**src/design/mer_pkg.sv**
```systemverilog
// ----------------------------------------------------------------------------
// mer_pkg: shared types and constants for the midpoint ellipse rasterizer
// Holds the default field widths, operation codes, controller states, the
// datapath command set and the status bundle returned to the controller.
// ----------------------------------------------------------------------------
package mer_pkg;

  // Default field widths
  localparam int RADIUS_BITS_DEF = 10;
  localparam int COORD_BITS_DEF  = 12;

  // Operation codes carried on the input channel
  localparam logic OP_START = 1'b0;
  localparam logic OP_STEP  = 1'b1;

  // Controller states
  typedef enum logic [3:0] {
    ST_IDLE,
    ST_RX2,
    ST_RY2,
    ST_RXRY,
    ST_INIT_FIN,
    ST_SW_TX1,
    ST_SW_TX2,
    ST_SW_TY1,
    ST_SW_TY2,
    ST_SW_RR,
    ST_SW_DEC,
    ST_STEP_FIN
  } mer_state_t;

  // Datapath commands, one per cycle
  typedef enum logic [3:0] {
    CMD_NONE,
    CMD_LATCH,      // capture radii and center of a start item
    CMD_RX2,        // rx * rx
    CMD_RY2,        // ry * ry
    CMD_RXRY,       // rx^2 * ry
    CMD_INIT_EMIT,  // load start values, send first point set
    CMD_TX1,        // ry^2 * (2x+1)
    CMD_TX2,        // ... * (2x+1)
    CMD_TY1,        // rx^2 * (y-1), park first term
    CMD_TY2,        // ... * (y-1)
    CMD_RR,         // rx^2 * ry^2, accumulate second term
    CMD_SW_DEC,     // load region-two decision value
    CMD_STEP_EMIT,  // advance one point, send point set
    CMD_IDLE_EMIT   // send empty result for a step with nothing in progress
  } mer_cmd_t;

  // Status bundle from datapath to controller
  typedef struct packed {
    logic busy;         // an ellipse is in progress
    logic need_switch;  // next step crosses into region two
    logic slot_free;    // output register can take a result this cycle
  } mer_status_t;

endpackage

```
**src/design/mer_ctrl.sv**
```systemverilog
// ----------------------------------------------------------------------------
// mer_ctrl: sequencing state machine
// Accepts input items, walks the multiply sequences for start and for the
// region change, and issues one datapath command per cycle.
// ----------------------------------------------------------------------------
module mer_ctrl
  import mer_pkg::*;
(
  input  logic        clk,
  input  logic        rst_n,
  input  logic        in_tvalid,
  output logic        in_tready,
  input  logic        operation,
  input  mer_status_t status,
  output mer_cmd_t    cmd
);

  mer_state_t state_r, state_nxt;
  logic       accept;

  assign accept = in_tvalid && in_tready;

  // State register
  always_ff @(posedge clk) begin
    if (!rst_n) begin
      state_r <= ST_IDLE;
    end else begin
      state_r <= state_nxt;
    end
  end

  // Next state
  always_comb begin
    state_nxt = state_r;
    case (state_r)
      ST_IDLE: begin
        if (accept) begin
          if (operation == OP_START) begin
            state_nxt = ST_RX2;
          end else if (status.busy && status.need_switch) begin
            state_nxt = ST_SW_TX1;
          end
        end
      end
      ST_RX2:      state_nxt = ST_RY2;
      ST_RY2:      state_nxt = ST_RXRY;
      ST_RXRY:     state_nxt = ST_INIT_FIN;
      ST_INIT_FIN: if (status.slot_free) state_nxt = ST_IDLE;
      ST_SW_TX1:   state_nxt = ST_SW_TX2;
      ST_SW_TX2:   state_nxt = ST_SW_TY1;
      ST_SW_TY1:   state_nxt = ST_SW_TY2;
      ST_SW_TY2:   state_nxt = ST_SW_RR;
      ST_SW_RR:    state_nxt = ST_SW_DEC;
      ST_SW_DEC:   state_nxt = ST_STEP_FIN;
      ST_STEP_FIN: if (status.slot_free) state_nxt = ST_IDLE;
      default:     state_nxt = ST_IDLE;
    endcase
  end

  // Outputs: ready and command
  always_comb begin
    in_tready = 1'b0;
    cmd       = CMD_NONE;
    case (state_r)
      ST_IDLE: begin
        in_tready = status.slot_free;
        if (in_tvalid && status.slot_free) begin
          if (operation == OP_START) begin
            cmd = CMD_LATCH;
          end else if (!status.busy) begin
            cmd = CMD_IDLE_EMIT;
          end else if (!status.need_switch) begin
            cmd = CMD_STEP_EMIT;
          end
        end
      end
      ST_RX2:      cmd = CMD_RX2;
      ST_RY2:      cmd = CMD_RY2;
      ST_RXRY:     cmd = CMD_RXRY;
      ST_INIT_FIN: cmd = status.slot_free ? CMD_INIT_EMIT : CMD_NONE;
      ST_SW_TX1:   cmd = CMD_TX1;
      ST_SW_TX2:   cmd = CMD_TX2;
      ST_SW_TY1:   cmd = CMD_TY1;
      ST_SW_TY2:   cmd = CMD_TY2;
      ST_SW_RR:    cmd = CMD_RR;
      ST_SW_DEC:   cmd = CMD_SW_DEC;
      ST_STEP_FIN: cmd = status.slot_free ? CMD_STEP_EMIT : CMD_NONE;
      default:     cmd = CMD_NONE;
    endcase
  end

  // Results are only written into a free output register
  a_emit_slot: assert property (@(posedge clk) disable iff (!rst_n)
    (cmd == CMD_INIT_EMIT || cmd == CMD_STEP_EMIT || cmd == CMD_IDLE_EMIT)
      |-> status.slot_free)
    else $error("result issued while output register is occupied");

  // A step is only taken on an ellipse in progress
  a_step_busy: assert property (@(posedge clk) disable iff (!rst_n)
    (cmd == CMD_STEP_EMIT) |-> status.busy)
    else $error("step issued with no ellipse in progress");

  // The region change always ends in a step
  a_sw_step: assert property (@(posedge clk) disable iff (!rst_n)
    (state_r == ST_SW_DEC) |=> (state_r == ST_STEP_FIN))
    else $error("region change did not finish with a step");

endmodule

```
**src/design/mer_datapath.sv**
```systemverilog
// ----------------------------------------------------------------------------
// mer_datapath: ellipse state, shared multiplier and output register
// Holds the offsets, slope terms and scaled decision value, runs one shared
// multiplier under command control and updates the walk one point per step.
// ----------------------------------------------------------------------------
module mer_datapath
  import mer_pkg::*;
#(
  parameter int RADIUS_BITS = RADIUS_BITS_DEF,
  parameter int COORD_BITS  = COORD_BITS_DEF
) (
  input  logic                          clk,
  input  logic                          rst_n,
  input  mer_cmd_t                      cmd,
  output mer_status_t                   status,
  input  logic [RADIUS_BITS-1:0]        radius_x,
  input  logic [RADIUS_BITS-1:0]        radius_y,
  input  logic signed [COORD_BITS-1:0]  center_x,
  input  logic signed [COORD_BITS-1:0]  center_y,
  output logic                          out_tvalid,
  input  logic                          out_tready,
  output logic                          valid_res,
  output logic signed [COORD_BITS:0]    right_x,
  output logic signed [COORD_BITS:0]    left_x,
  output logic signed [COORD_BITS:0]    upper_y,
  output logic signed [COORD_BITS:0]    lower_y,
  output logic                          final_res
);

  localparam int SQ_W    = 2 * RADIUS_BITS;
  localparam int SLOPE_W = 3 * RADIUS_BITS + 2;
  localparam int DEC_W   = 4 * RADIUS_BITS + 8;
  localparam int T_W     = 4 * RADIUS_BITS + 2;
  localparam int MA_W    = 3 * RADIUS_BITS + 1;
  localparam int MB_W    = 2 * RADIUS_BITS;
  localparam int P_W     = MA_W + MB_W;
  localparam int OUT_W   = COORD_BITS + 1;
  localparam int SUM_W   = ((RADIUS_BITS > COORD_BITS) ? RADIUS_BITS : COORD_BITS) + 2;

  // Control state
  logic busy_r, region2_r, out_valid_r;
  // Ellipse state
  logic [RADIUS_BITS-1:0] rx_r, ry_r, x_r, y_r;
  logic [SQ_W-1:0]        a_r, b_r;
  logic [SLOPE_W-1:0]     fx_r, fy_r;
  logic [DEC_W-1:0]       dec_r, acc_r;
  logic [T_W-1:0]         t_r;
  logic [COORD_BITS-1:0]  cx_r, cy_r;
  // Output payload
  logic                   out_vres_r, out_final_r;
  logic [OUT_W-1:0]       out_rx_r, out_lx_r, out_uy_r, out_ly_r;

  logic                   emit;
  logic                   slot_free;
  logic [MA_W-1:0]        mul_a;
  logic [MB_W-1:0]        mul_b;
  logic [P_W-1:0]         prod;
  logic [RADIUS_BITS:0]   tx;
  logic [RADIUS_BITS-1:0] ty;

  logic [SLOPE_W-1:0]     fx_inc, fy_dec;
  logic                   dec_neg, dec_pos;
  logic [RADIUS_BITS-1:0] x_step, y_step;
  logic [SLOPE_W-1:0]     fx_step, fy_step;
  logic [DEC_W-1:0]       dec_step, dec_init;
  logic [RADIUS_BITS-1:0] pos_x, pos_y;
  logic [SUM_W-1:0]       cx_ext, cy_ext, px_ext, py_ext;
  logic [SUM_W-1:0]       rx_sum, lx_sum, uy_sum, ly_sum;

  assign emit = (cmd == CMD_INIT_EMIT) || (cmd == CMD_STEP_EMIT) || (cmd == CMD_IDLE_EMIT);
  assign slot_free = !out_valid_r || out_tready;

  assign status.busy        = busy_r;
  assign status.need_switch = !region2_r && !(fx_r < fy_r);
  assign status.slot_free   = slot_free;

  // Region-change factors: 2x+1 and y-1
  assign tx = {x_r, 1'b1};
  assign ty = y_r - 1'b1;

  // Shared multiplier operand select
  always_comb begin
    mul_a = '0;
    mul_b = '0;
    case (cmd)
      CMD_RX2:  begin mul_a = MA_W'(rx_r);        mul_b = MB_W'(rx_r); end
      CMD_RY2:  begin mul_a = MA_W'(ry_r);        mul_b = MB_W'(ry_r); end
      CMD_RXRY: begin mul_a = MA_W'(a_r);         mul_b = MB_W'(ry_r); end
      CMD_TX1:  begin mul_a = MA_W'(b_r);         mul_b = MB_W'(tx);   end
      CMD_TX2:  begin mul_a = t_r[MA_W-1:0];      mul_b = MB_W'(tx);   end
      CMD_TY1:  begin mul_a = MA_W'(a_r);         mul_b = MB_W'(ty);   end
      CMD_TY2:  begin mul_a = t_r[MA_W-1:0];      mul_b = MB_W'(ty);   end
      CMD_RR:   begin mul_a = MA_W'(a_r);         mul_b = b_r;         end
      default:  begin mul_a = '0;                 mul_b = '0;          end
    endcase
  end

  assign prod = P_W'(mul_a) * P_W'(mul_b);

  // Start values: decision = 4*ry^2 - 4*rx^2*ry + rx^2, t holds rx^2*ry
  assign dec_init = (DEC_W'(b_r) << 2) - (DEC_W'(t_r) << 2) + DEC_W'(a_r);

  // One point of the walk
  assign fx_inc  = fx_r + SLOPE_W'({b_r, 1'b0});
  assign fy_dec  = fy_r - SLOPE_W'({a_r, 1'b0});
  assign dec_neg = dec_r[DEC_W-1];
  assign dec_pos = !dec_neg && (dec_r != '0);

  always_comb begin
    if (!region2_r) begin
      x_step  = x_r + 1'b1;
      fx_step = fx_inc;
      if (dec_neg) begin
        y_step   = y_r;
        fy_step  = fy_r;
        dec_step = dec_r + ((DEC_W'(fx_inc) + DEC_W'(b_r)) << 2);
      end else begin
        y_step   = y_r - 1'b1;
        fy_step  = fy_dec;
        dec_step = dec_r + ((DEC_W'(fx_inc) - DEC_W'(fy_dec) + DEC_W'(b_r)) << 2);
      end
    end else begin
      y_step  = y_r - 1'b1;
      fy_step = fy_dec;
      if (dec_pos) begin
        x_step   = x_r;
        fx_step  = fx_r;
        dec_step = dec_r + ((DEC_W'(a_r) - DEC_W'(fy_dec)) << 2);
      end else begin
        x_step   = x_r + 1'b1;
        fx_step  = fx_inc;
        dec_step = dec_r + ((DEC_W'(fx_inc) - DEC_W'(fy_dec) + DEC_W'(a_r)) << 2);
      end
    end
  end

  // Mirror the offset about the center
  assign pos_x  = (cmd == CMD_INIT_EMIT) ? '0   : x_step;
  assign pos_y  = (cmd == CMD_INIT_EMIT) ? ry_r : y_step;
  assign cx_ext = {{(SUM_W-COORD_BITS){cx_r[COORD_BITS-1]}}, cx_r};
  assign cy_ext = {{(SUM_W-COORD_BITS){cy_r[COORD_BITS-1]}}, cy_r};
  assign px_ext = {{(SUM_W-RADIUS_BITS){1'b0}}, pos_x};
  assign py_ext = {{(SUM_W-RADIUS_BITS){1'b0}}, pos_y};
  assign rx_sum = cx_ext + px_ext;
  assign lx_sum = cx_ext - px_ext;
  assign uy_sum = cy_ext + py_ext;
  assign ly_sum = cy_ext - py_ext;

  // Control registers
  always_ff @(posedge clk) begin
    if (!rst_n) begin
      busy_r      <= 1'b0;
      region2_r   <= 1'b0;
      out_valid_r <= 1'b0;
    end else begin
      if (emit) begin
        out_valid_r <= 1'b1;
      end else if (out_tready) begin
        out_valid_r <= 1'b0;
      end
      case (cmd)
        CMD_INIT_EMIT: begin
          busy_r    <= (ry_r != '0);
          region2_r <= 1'b0;
        end
        CMD_STEP_EMIT: busy_r    <= (y_step != '0);
        CMD_SW_DEC:    region2_r <= 1'b1;
        default:       ;
      endcase
    end
  end

  // Ellipse state and multiplier destinations
  always_ff @(posedge clk) begin
    case (cmd)
      CMD_LATCH: begin
        rx_r <= radius_x;
        ry_r <= radius_y;
        cx_r <= center_x;
        cy_r <= center_y;
      end
      CMD_RX2:  a_r <= prod[SQ_W-1:0];
      CMD_RY2:  b_r <= prod[SQ_W-1:0];
      CMD_RXRY: t_r <= prod[T_W-1:0];
      CMD_INIT_EMIT: begin
        x_r   <= '0;
        y_r   <= ry_r;
        fx_r  <= '0;
        fy_r  <= SLOPE_W'({t_r, 1'b0});
        dec_r <= dec_init;
      end
      CMD_TX1:  t_r <= prod[T_W-1:0];
      CMD_TX2:  t_r <= prod[T_W-1:0];
      CMD_TY1: begin
        acc_r <= DEC_W'(t_r);
        t_r   <= prod[T_W-1:0];
      end
      CMD_TY2:  t_r <= prod[T_W-1:0];
      CMD_RR: begin
        acc_r <= acc_r + (DEC_W'(t_r) << 2);
        t_r   <= prod[T_W-1:0];
      end
      CMD_SW_DEC: dec_r <= acc_r - (DEC_W'(t_r) << 2);
      CMD_STEP_EMIT: begin
        x_r   <= x_step;
        y_r   <= y_step;
        fx_r  <= fx_step;
        fy_r  <= fy_step;
        dec_r <= dec_step;
      end
      default: ;
    endcase
  end

  // Output payload register
  always_ff @(posedge clk) begin
    if (cmd == CMD_IDLE_EMIT) begin
      out_vres_r  <= 1'b0;
      out_final_r <= 1'b0;
      out_rx_r    <= '0;
      out_lx_r    <= '0;
      out_uy_r    <= '0;
      out_ly_r    <= '0;
    end else if (emit) begin
      out_vres_r  <= 1'b1;
      out_final_r <= (pos_y == '0);
      out_rx_r    <= rx_sum[OUT_W-1:0];
      out_lx_r    <= lx_sum[OUT_W-1:0];
      out_uy_r    <= uy_sum[OUT_W-1:0];
      out_ly_r    <= ly_sum[OUT_W-1:0];
    end
  end

  assign out_tvalid = out_valid_r;
  assign valid_res  = out_vres_r;
  assign final_res  = out_final_r;
  assign right_x    = out_rx_r;
  assign left_x     = out_lx_r;
  assign upper_y    = out_uy_r;
  assign lower_y    = out_ly_r;

  // An ellipse in progress never sits on its last row
  a_busy_row: assert property (@(posedge clk) disable iff (!rst_n)
    busy_r |-> (y_r != '0))
    else $error("ellipse in progress with vertical offset zero");

  // Loading the region-two decision value leaves a live ellipse in region two
  a_switch: assert property (@(posedge clk) disable iff (!rst_n)
    (cmd == CMD_SW_DEC) |=> (region2_r && busy_r))
    else $error("region change lost the ellipse");

  // A final point set is always a valid one
  a_final_valid: assert property (@(posedge clk) disable iff (!rst_n)
    (out_valid_r && out_final_r) |-> out_vres_r)
    else $error("final flag on an empty result");

endmodule

```
**src/design/midpoint_ellipse_rasterizer_top.sv**
```systemverilog
// ----------------------------------------------------------------------------
// midpoint_ellipse_rasterizer_top: axis-aligned midpoint ellipse rasterizer
// Walks the first quadrant of an ellipse and sends four mirrored pixels
// per point, with a controller and a datapath around one shared multiplier.
// ----------------------------------------------------------------------------
// Usage:
//   Input stream: in_tuser is the operation (0 start, 1 step); in_tdata
//   carries radius_x, radius_y, center_x, center_y (read on start only).
//   Output stream: one item per input item. out_tuser is valid_res, out_tlast
//   marks the final point set, out_tdata the four mirrored coordinates.
//   A step with no ellipse in progress answers with valid_res low and zeros.
// Timing:
//   An ordinary step's point set is registered in the cycle the step is taken,
//   so steps run at one per cycle while the output register is free. A start
//   runs three multiplies of the shared multiplier plus load; for the step
//   that crosses into region two, five multiplies build the region-two
//   decision value. Results sit in an output register; the next item is taken
//   only while it is empty or its result is read in that same cycle.
// Reset and stall:
//   rst_n (synchronous, active low) drops any ellipse and empties the output.
//   A stalled receiver holds the output; input is not taken until it frees.
// ----------------------------------------------------------------------------
module midpoint_ellipse_rasterizer_top
  import mer_pkg::*;
#(
  parameter  int RADIUS_BITS = RADIUS_BITS_DEF,
  parameter  int COORD_BITS  = COORD_BITS_DEF,
  localparam int IN_DATA_W   = ((2 * RADIUS_BITS + 2 * COORD_BITS + 7) / 8) * 8,
  localparam int OUT_DATA_W  = ((4 * (COORD_BITS + 1) + 7) / 8) * 8
) (
  input  logic                  clk,
  input  logic                  rst_n,
  input  logic                  in_tvalid,
  output logic                  in_tready,
  // radius_x, radius_y, center_x, center_y (lowest bits first), zero fill
  input  logic [IN_DATA_W-1:0]  in_tdata,
  // operation
  input  logic                  in_tuser,
  output logic                  out_tvalid,
  input  logic                  out_tready,
  // right_x, left_x, upper_y, lower_y (lowest bits first), zero fill
  output logic [OUT_DATA_W-1:0] out_tdata,
  // valid_res
  output logic                  out_tuser,
  // final_res
  output logic                  out_tlast
);

  localparam int OUT_W = COORD_BITS + 1;
  localparam int RY_LO = RADIUS_BITS;
  localparam int CX_LO = 2 * RADIUS_BITS;
  localparam int CY_LO = 2 * RADIUS_BITS + COORD_BITS;

  mer_cmd_t                    cmd;
  mer_status_t                 status;
  logic [RADIUS_BITS-1:0]      radius_x, radius_y;
  logic signed [COORD_BITS-1:0] center_x, center_y;
  logic signed [OUT_W-1:0]     right_x, left_x, upper_y, lower_y;

  // Unpack input fields
  assign radius_x = in_tdata[RADIUS_BITS-1:0];
  assign radius_y = in_tdata[RY_LO +: RADIUS_BITS];
  assign center_x = in_tdata[CX_LO +: COORD_BITS];
  assign center_y = in_tdata[CY_LO +: COORD_BITS];

  // Pack output fields
  assign out_tdata = OUT_DATA_W'({lower_y, upper_y, left_x, right_x});

  mer_ctrl u_ctrl (
    .clk       (clk),
    .rst_n     (rst_n),
    .in_tvalid (in_tvalid),
    .in_tready (in_tready),
    .operation (in_tuser),
    .status    (status),
    .cmd       (cmd)
  );

  mer_datapath #(
    .RADIUS_BITS (RADIUS_BITS),
    .COORD_BITS  (COORD_BITS)
  ) u_datapath (
    .clk        (clk),
    .rst_n      (rst_n),
    .cmd        (cmd),
    .status     (status),
    .radius_x   (radius_x),
    .radius_y   (radius_y),
    .center_x   (center_x),
    .center_y   (center_y),
    .out_tvalid (out_tvalid),
    .out_tready (out_tready),
    .valid_res  (out_tuser),
    .right_x    (right_x),
    .left_x     (left_x),
    .upper_y    (upper_y),
    .lower_y    (lower_y),
    .final_res  (out_tlast)
  );

endmodule

```
**config.mk**
```make
export PLATFORM = sky130hd
export DESIGN_NAME = midpoint_ellipse_rasterizer_top
export DESIGN_NICKNAME = d
export VERILOG_FILES = /design/src/design/mer_pkg.sv /design/src/design/mer_ctrl.sv /design/src/design/mer_datapath.sv /design/src/design/midpoint_ellipse_rasterizer_top.sv
export SDC_FILE = /design/constraint.sdc
export NUM_CORES = 2
export LEC_CHECK = 0
export BUFFER_PORTS_ARGS = -buffer_cell sky130_fd_sc_hd__buf_2
export CORE_MARGIN = 1.5
export CORE_UTILIZATION = 50
export CTS_BUF_LIST = sky130_fd_sc_hd__clkbuf_16
export DETAILED_ROUTE_END_ITERATION = 6
export GPL_TIMING_DRIVEN = 0
export PLACE_DENSITY = 0.66
export SLEW_MARGIN = 0
export SYNTH_ARGS = -nofsm -noshare
export SYNTH_HDL_FRONTEND = slang
export SYNTH_HIERARCHICAL = 1
export SYNTH_SLANG_ARGS = --single-unit
```
**constraint.sdc**
```tcl
create_clock -name clk -period 16.9 [get_ports clk]
set_input_delay 1.69 -clock clk [delete_from_list [all_inputs] [get_ports clk]]
set_output_delay 1.69 -clock clk [all_outputs]
set_load 0.01 [all_outputs]
```
Yosys cells after proc, flatten, opt, wreduce, memory -nomap -nowiden --
Cells that the tools add are included.
Word-level totals: output and inout bits 60, bits in registers 367, word-level logic and storage cells 145
Cells by class: equality and inequality tests 29, add/sub/neg operators 21, magnitude comparators 1, reductions and logical operators 32, $mul 1, multiplexer cells 38
Operators with widths (number):
- adder 48 bit | 4
- one-hot mux 31 bit (5 select lines) | 1
- two-way mux 48 bit | 3
- one-hot mux 48 bit (3 select lines) | 1
- two-way mux 32 bit | 4
- one-hot mux 32 bit (2 select lines) | 2
- one-hot mux 20 bit (5 select lines) | 1
- one-hot mux 48 bit (2 select lines) | 1
- adder 46 x 20 -> 46 bit | 2
- two-way mux 10 bit | 6
- adder 48 x 20 -> 48 bit | 1
- adder 48 x 44 -> 48 bit | 1
- one-hot mux 4 bit (12 select lines) | 1
- nonzero test 48 bit | 1
- subtractor 48 x 44 -> 48 bit | 1
- subtractor 22 x 44 -> 45 bit | 1
- one-hot mux 4 bit (11 select lines) | 1
- multiplier 31 x 20 -> 42 bit | 1
- == test 4 bit (second input constant) | 10
- one-hot mux 10 bit (2 select lines) | 2
- two-way mux 4 bit | 9
- adder 32 x 20 -> 33 bit | 1
- subtractor 20 x 32 -> 33 bit | 1
- subtractor 32 x 32 -> 33 bit | 1
- other kinds (29) | 65

Longest topological paths before layout --
depth after elaboration 12, mapped depth 63, depth with buffers taken out 60

Hierarchy --
The synthesis kept the hierarchy.
By module, submodules not included:
- mer_datapath | times used 1, cells an instance 6194, sequential area each 10229.8 um2, area each 52619.2 um2
- mer_ctrl | times used 1, cells an instance 49, sequential area each 80.1 um2, area each 420.4 um2
- midpoint_ellipse_rasterizer_top | times used 1, cells an instance 5, sequential area each 0.0 um2, area each 33.8 um2

Worst setup path before layout --
OpenSTA, ideal clock, no wires.
kind flip-flop to flip-flop, start register u_datapath.fx_r[2], end register u_datapath.t_r[40] (data pin), path slack 4739 ps, buffers on the path 3, cell stages (with the launch flop) 56, arrival time 11904 ps, path through edfxtp_1 -> ha_1 -> o21ai_0 -> a21boi_0 -> o21ai_0 -> nand2b_1 -> a21oi_1 -> nor2b_1 -> o21ai_0 -> nand2b_1 -> a21oi_1 -> nor2b_1 -> o21ai_0 -> nand2b_1 -> a21oi_1 -> o21ai_0 -> a221oi_1 -> or3_1 -> [... 20 more ...] -> fa_1 -> inv_1 -> fa_1 -> inv_1 -> ha_1 -> a21o_1 -> a21o_1 -> a21o_1 -> a21o_1 -> a21oi_1 -> a41oi_1 -> a41oi_1 -> a21oi_1 -> a21oi_1 -> o21ai_0 -> a211o_1 -> a21oi_1 -> xnor2_1
RTL lines:
- start: declaration | RTL line mer_datapath.sv:45 | logic [SLOPE_W-1:0] fx_r, fy_r;
- start signal: assignment | RTL line mer_datapath.sv:207 | fx_r <= fx_step;
- end signal: assignment | RTL line mer_datapath.sv:184 | CMD_RXRY: t_r <= prod[T_W-1:0];
- end signal: assignment | RTL line mer_datapath.sv:192 | CMD_TX1: t_r <= prod[T_W-1:0];
- end signal: assignment | RTL line mer_datapath.sv:193 | CMD_TX2: t_r <= prod[T_W-1:0];
- end: declaration | RTL line mer_datapath.sv:47 | logic [T_W-1:0] t_r;

==> Implementation_results.wiki <==
{| class="wikitable"
! Metric !! Value
|-
| Run status || finished with violations
|-
| Violated checks || DRC, capacitance limit, slew limit
|-
| Startpoint of the lowest-slack hold path || u_datapath/valid_res$_SDFFE_PP0P_
|-
| RSZ-0062 raised after global routing || no
|-
| Clk pin slew, worst setup/hold paths || 60 ps
|-
| Summed instance area of the synthesized netlist || 0.0531 mm^2
|-
| Max H-tree Level || 2
|-
| Yosys cell types || 132
|-
| Layout-stage area growth over the synthesis result || 8.19%
|-
| Ys async rst share || 0%
|-
| Count of final max-slew check failures || 11
|-
| Hold_buf cts || 0
|-
| Max-Slew Margin vs Limit || -1.34%
|-
| Setup TNS Final || 0 ps
|-
| GR met3 Demand/Resource || 5.29%
|-
| Synth Register Bits || 363
|-
| Via count of the first global-routing pass || 45600
|-
| Slew at the pin closest to its max-slew limit || 1520 ps
|-
| Highest-count cells in the layout ignoring fill and taps || 824 x inv_1, 698 x nand2_1, 599 x nor2_1
|-
| Full die area || 0.108 mm^2
|-
| Most common cell after layout, fill and taps aside || inv_1
|-
| Effective utilization at floorplan || 50.4%
|-
| Maximum number of pins on one net before global-route repair || 41
|-
| Remaining antenna violation count after routing || 0
|-
| Worst R2R Setup Slack || 1450 ps
|-
| Post-synthesis cell count || 6248
|-
| Height of the die || 329 um
|-
| Number of cell instances on the worst register-to-register path || 58
|-
| Total of cells resized after clock tree synthesis || 0
|-
| Critical path startpoint category || register
|-
| Routed len/inst || 22.5 um
|-
| Post-detailed-route via-to-cell ratio || 5.87
|-
| Wire length of the first global-routing pass || 271000 um
|-
| Post-detailed-placement half-perimeter wirelength || 147000 um
|-
| Initial antenna violation count || 6
|-
| Clock Tree Buf Depth || 3
|-
| Met2 capacity usage during global routing || 51.9%
|-
| Total core area || 0.105 mm^2
|-
| Worst Path Max Fanout || 29
|-
| Post-route fraction of the period consumed by the critical path || 91.4%
|-
| Critical Path End Type || register
|-
| Count of final setup violators || 0
|-
| Worst-Skew Late Latency || 680 ps
|-
| Placer Congestion || 1.02
|-
| Number of maximum-capacitance constraint violations || 1
|-
| Layout Nets || 7516
|-
| Final Hold Vio Count || 0
|-
| Wirelength, routed || 178000 um
|-
| Sinks on Clock Net || 363
|-
| Endpoint required time on the critical path || 17270 ps
|-
| Aggregate global routing overflow || 0
|-
| Post-synth top flop || edfxtp_1
|-
| Busiest layer in global routing || met2
|-
| CP most frequent cell || a21oi_1
|-
| Mapped Avg Cell Area || 8.49 um^2
|-
| Met1 Track Usage GR || 44.6%
|-
| Number of inserted diodes || 0
|-
| Vias || 46400
|-
| Hold WS || 445 ps
|-
| Number of cells on the worst hold path || 2
|-
| EDFF count, synth || 304
|-
| Detailed router's first-iteration violation count || 4497
|-
| Library cell contributing the largest single delay on the critical path || clkbuf_1
|-
| Reg-to-reg critical path endpoint || u_datapath/t_r[41]$_DFFE_PP_
|-
| Number of buffers inserted by port buffering || 104
|-
| CTS tree || done
|-
| Ratio of cells with drive above 1 in the final layout || 5.45%
|-
| Proportion of synthesized chip area in sequential cells || 19.4%
|-
| TritonCTS Buffers || 46
|-
| Floorplan row count || 119
|-
| Max frequency || 0.0647 GHz
|-
| DR DRC count || 11
|-
| Pre-antenna DRT Iters || 7
|-
| Reg2Reg Launch Point || u_datapath/fx_r[2]$_SDFFCE_PN0P_
|-
| Largest stage delay, worst path || 750 ps
|-
| Hold EP || u_datapath/valid_res$_SDFFE_PP0P_
|-
| Die Wd || 329 um
|-
| Root buffer cell || clkbuf_16
|-
| Minimum clock period || 15450 ps
|-
| Setup Crit Path Kind || reg2reg
|-
| Tightest Hold Check Type || reg2reg
|-
| Buffer count from post-CTS setup fixing || 0
|-
| Gr usage total || 32.9%
|-
| I/O pin total || 113
|-
| Skew final || 82.7 ps
|-
| Crit path DAT || 15830 ps
|-
| Number of warnings printed during yosys synthesis || 6
|}
[registers in the layout, summed over array words and instances (netlist names), 13 cells and up]
name,flops
u_datapath/a_r,20
u_datapath/upper_y,13
u_datapath/b_r,20
u_datapath/right_x,13
u_datapath/fy_r,31
u_datapath/dec_r,48
u_datapath/t_r,42
u_datapath/acc_r,48
u_datapath/fx_r,31
[metrics by stage]
stage | utilization [%] | area, um^2 | instances | worst slack (ps)
5_1_grt | 54.5 | 57400 | 7905 | 558
4_1_cts | 54.5 | 57400 | 7904 | 1650
3_5_place_dp | 53.1 | 55900 | 7819 | 1690
6_report | 54.5 | 57400 | 7905 | 1450
3_3_place_gp | 52.8 | 55500 | 7798 | 623
2_1_floorplan | - | 53300 | 6303 | 4740
[logic make-up after synthesis]
group	share of synthesized area, %
AND/OR/NAND/NOR	16.7
AO/OA/AOI/OAI	17.2
buffers and inverters	7.78
adder cells (fa/ha/maj)	30.6
XOR/XNOR	8.00
flip-flops	19.4
multiplexers	0.229
other	0.0212
[metal layers]
metal,vias up,part of all wire (%)
li1,21500,-
met1,22600,42
met2,1964,44
met3,355,8.9
met4,6,5.0
met5,-,0.019
[worst max-delay path by stage]
stage          depth (start not counted)                           end  slack (ps)                              from
6_report                              58  u_datapath/t_r[41]$_DFFE_PP_        1450  u_datapath/fx_r[2]$_SDFFCE_PN0P_
5_1_grt                               60  u_datapath/t_r[41]$_DFFE_PP_         560  u_datapath/fx_r[2]$_SDFFCE_PN0P_
4_1_cts                               55  u_datapath/t_r[41]$_DFFE_PP_        1650  u_datapath/fx_r[2]$_SDFFCE_PN0P_
3_5_place_dp                          55  u_datapath/t_r[41]$_DFFE_PP_        1690  u_datapath/fx_r[2]$_SDFFCE_PN0P_
3_3_place_gp                          54  u_datapath/t_r[41]$_DFFE_PP_         620  u_datapath/fx_r[2]$_SDFFCE_PN0P_
2_1_floorplan                         55  u_datapath/t_r[40]$_DFFE_PP_        4740  u_datapath/fx_r[2]$_SDFFCE_PN0P_
[Yosys cell counts, types with 118 or more instances]
| cell | instances | share of area [%] |
|---|---|---|
| ha_1 | 486 | 11 |
| clkbuf_1 | 228 | 1.6 |
| nand2_1 | 699 | 4.9 |
| edfxtp_1 | 304 | 17 |
| o21ai_0 | 330 | 3.1 |
| xor2_1 | 119 | 2.0 |
| a21o_1 | 118 | 1.7 |
| inv_1 | 812 | 5.7 |
| nor2_1 | 600 | 4.2 |
| nand3_1 | 122 | 1.2 |
| xnor2_1 | 346 | 5.7 |
| a21oi_1 | 355 | 3.3 |
| fa_1 | 500 | 19 |
[layout make-up]
type / instances / area [um^2]
multi-input combinational: 4863 / 38900
inverter: 814 / 3060
clock inverter: 36 / 323
sequential: 363 / 10300
timing repair buffer: 126 / 776
fill: 9821 / 47800
tap: 1391 / 1740
buffer: 263 / 1080
clock buffer: 49 / 1230
[critical path: cells and delay by family, from the launching register on]
family	cells	cell delay (ps)
compound gates	27	6250
buf+inv	9	2170
fa+ha+maj	9	3410
flops	1	440
xor+xnor	1	120
simple gates	12	2760
Power is left out: the tool's default activity adds up to more than one toggle a clock period on the data nets, which glitch-free logic cannot reach.
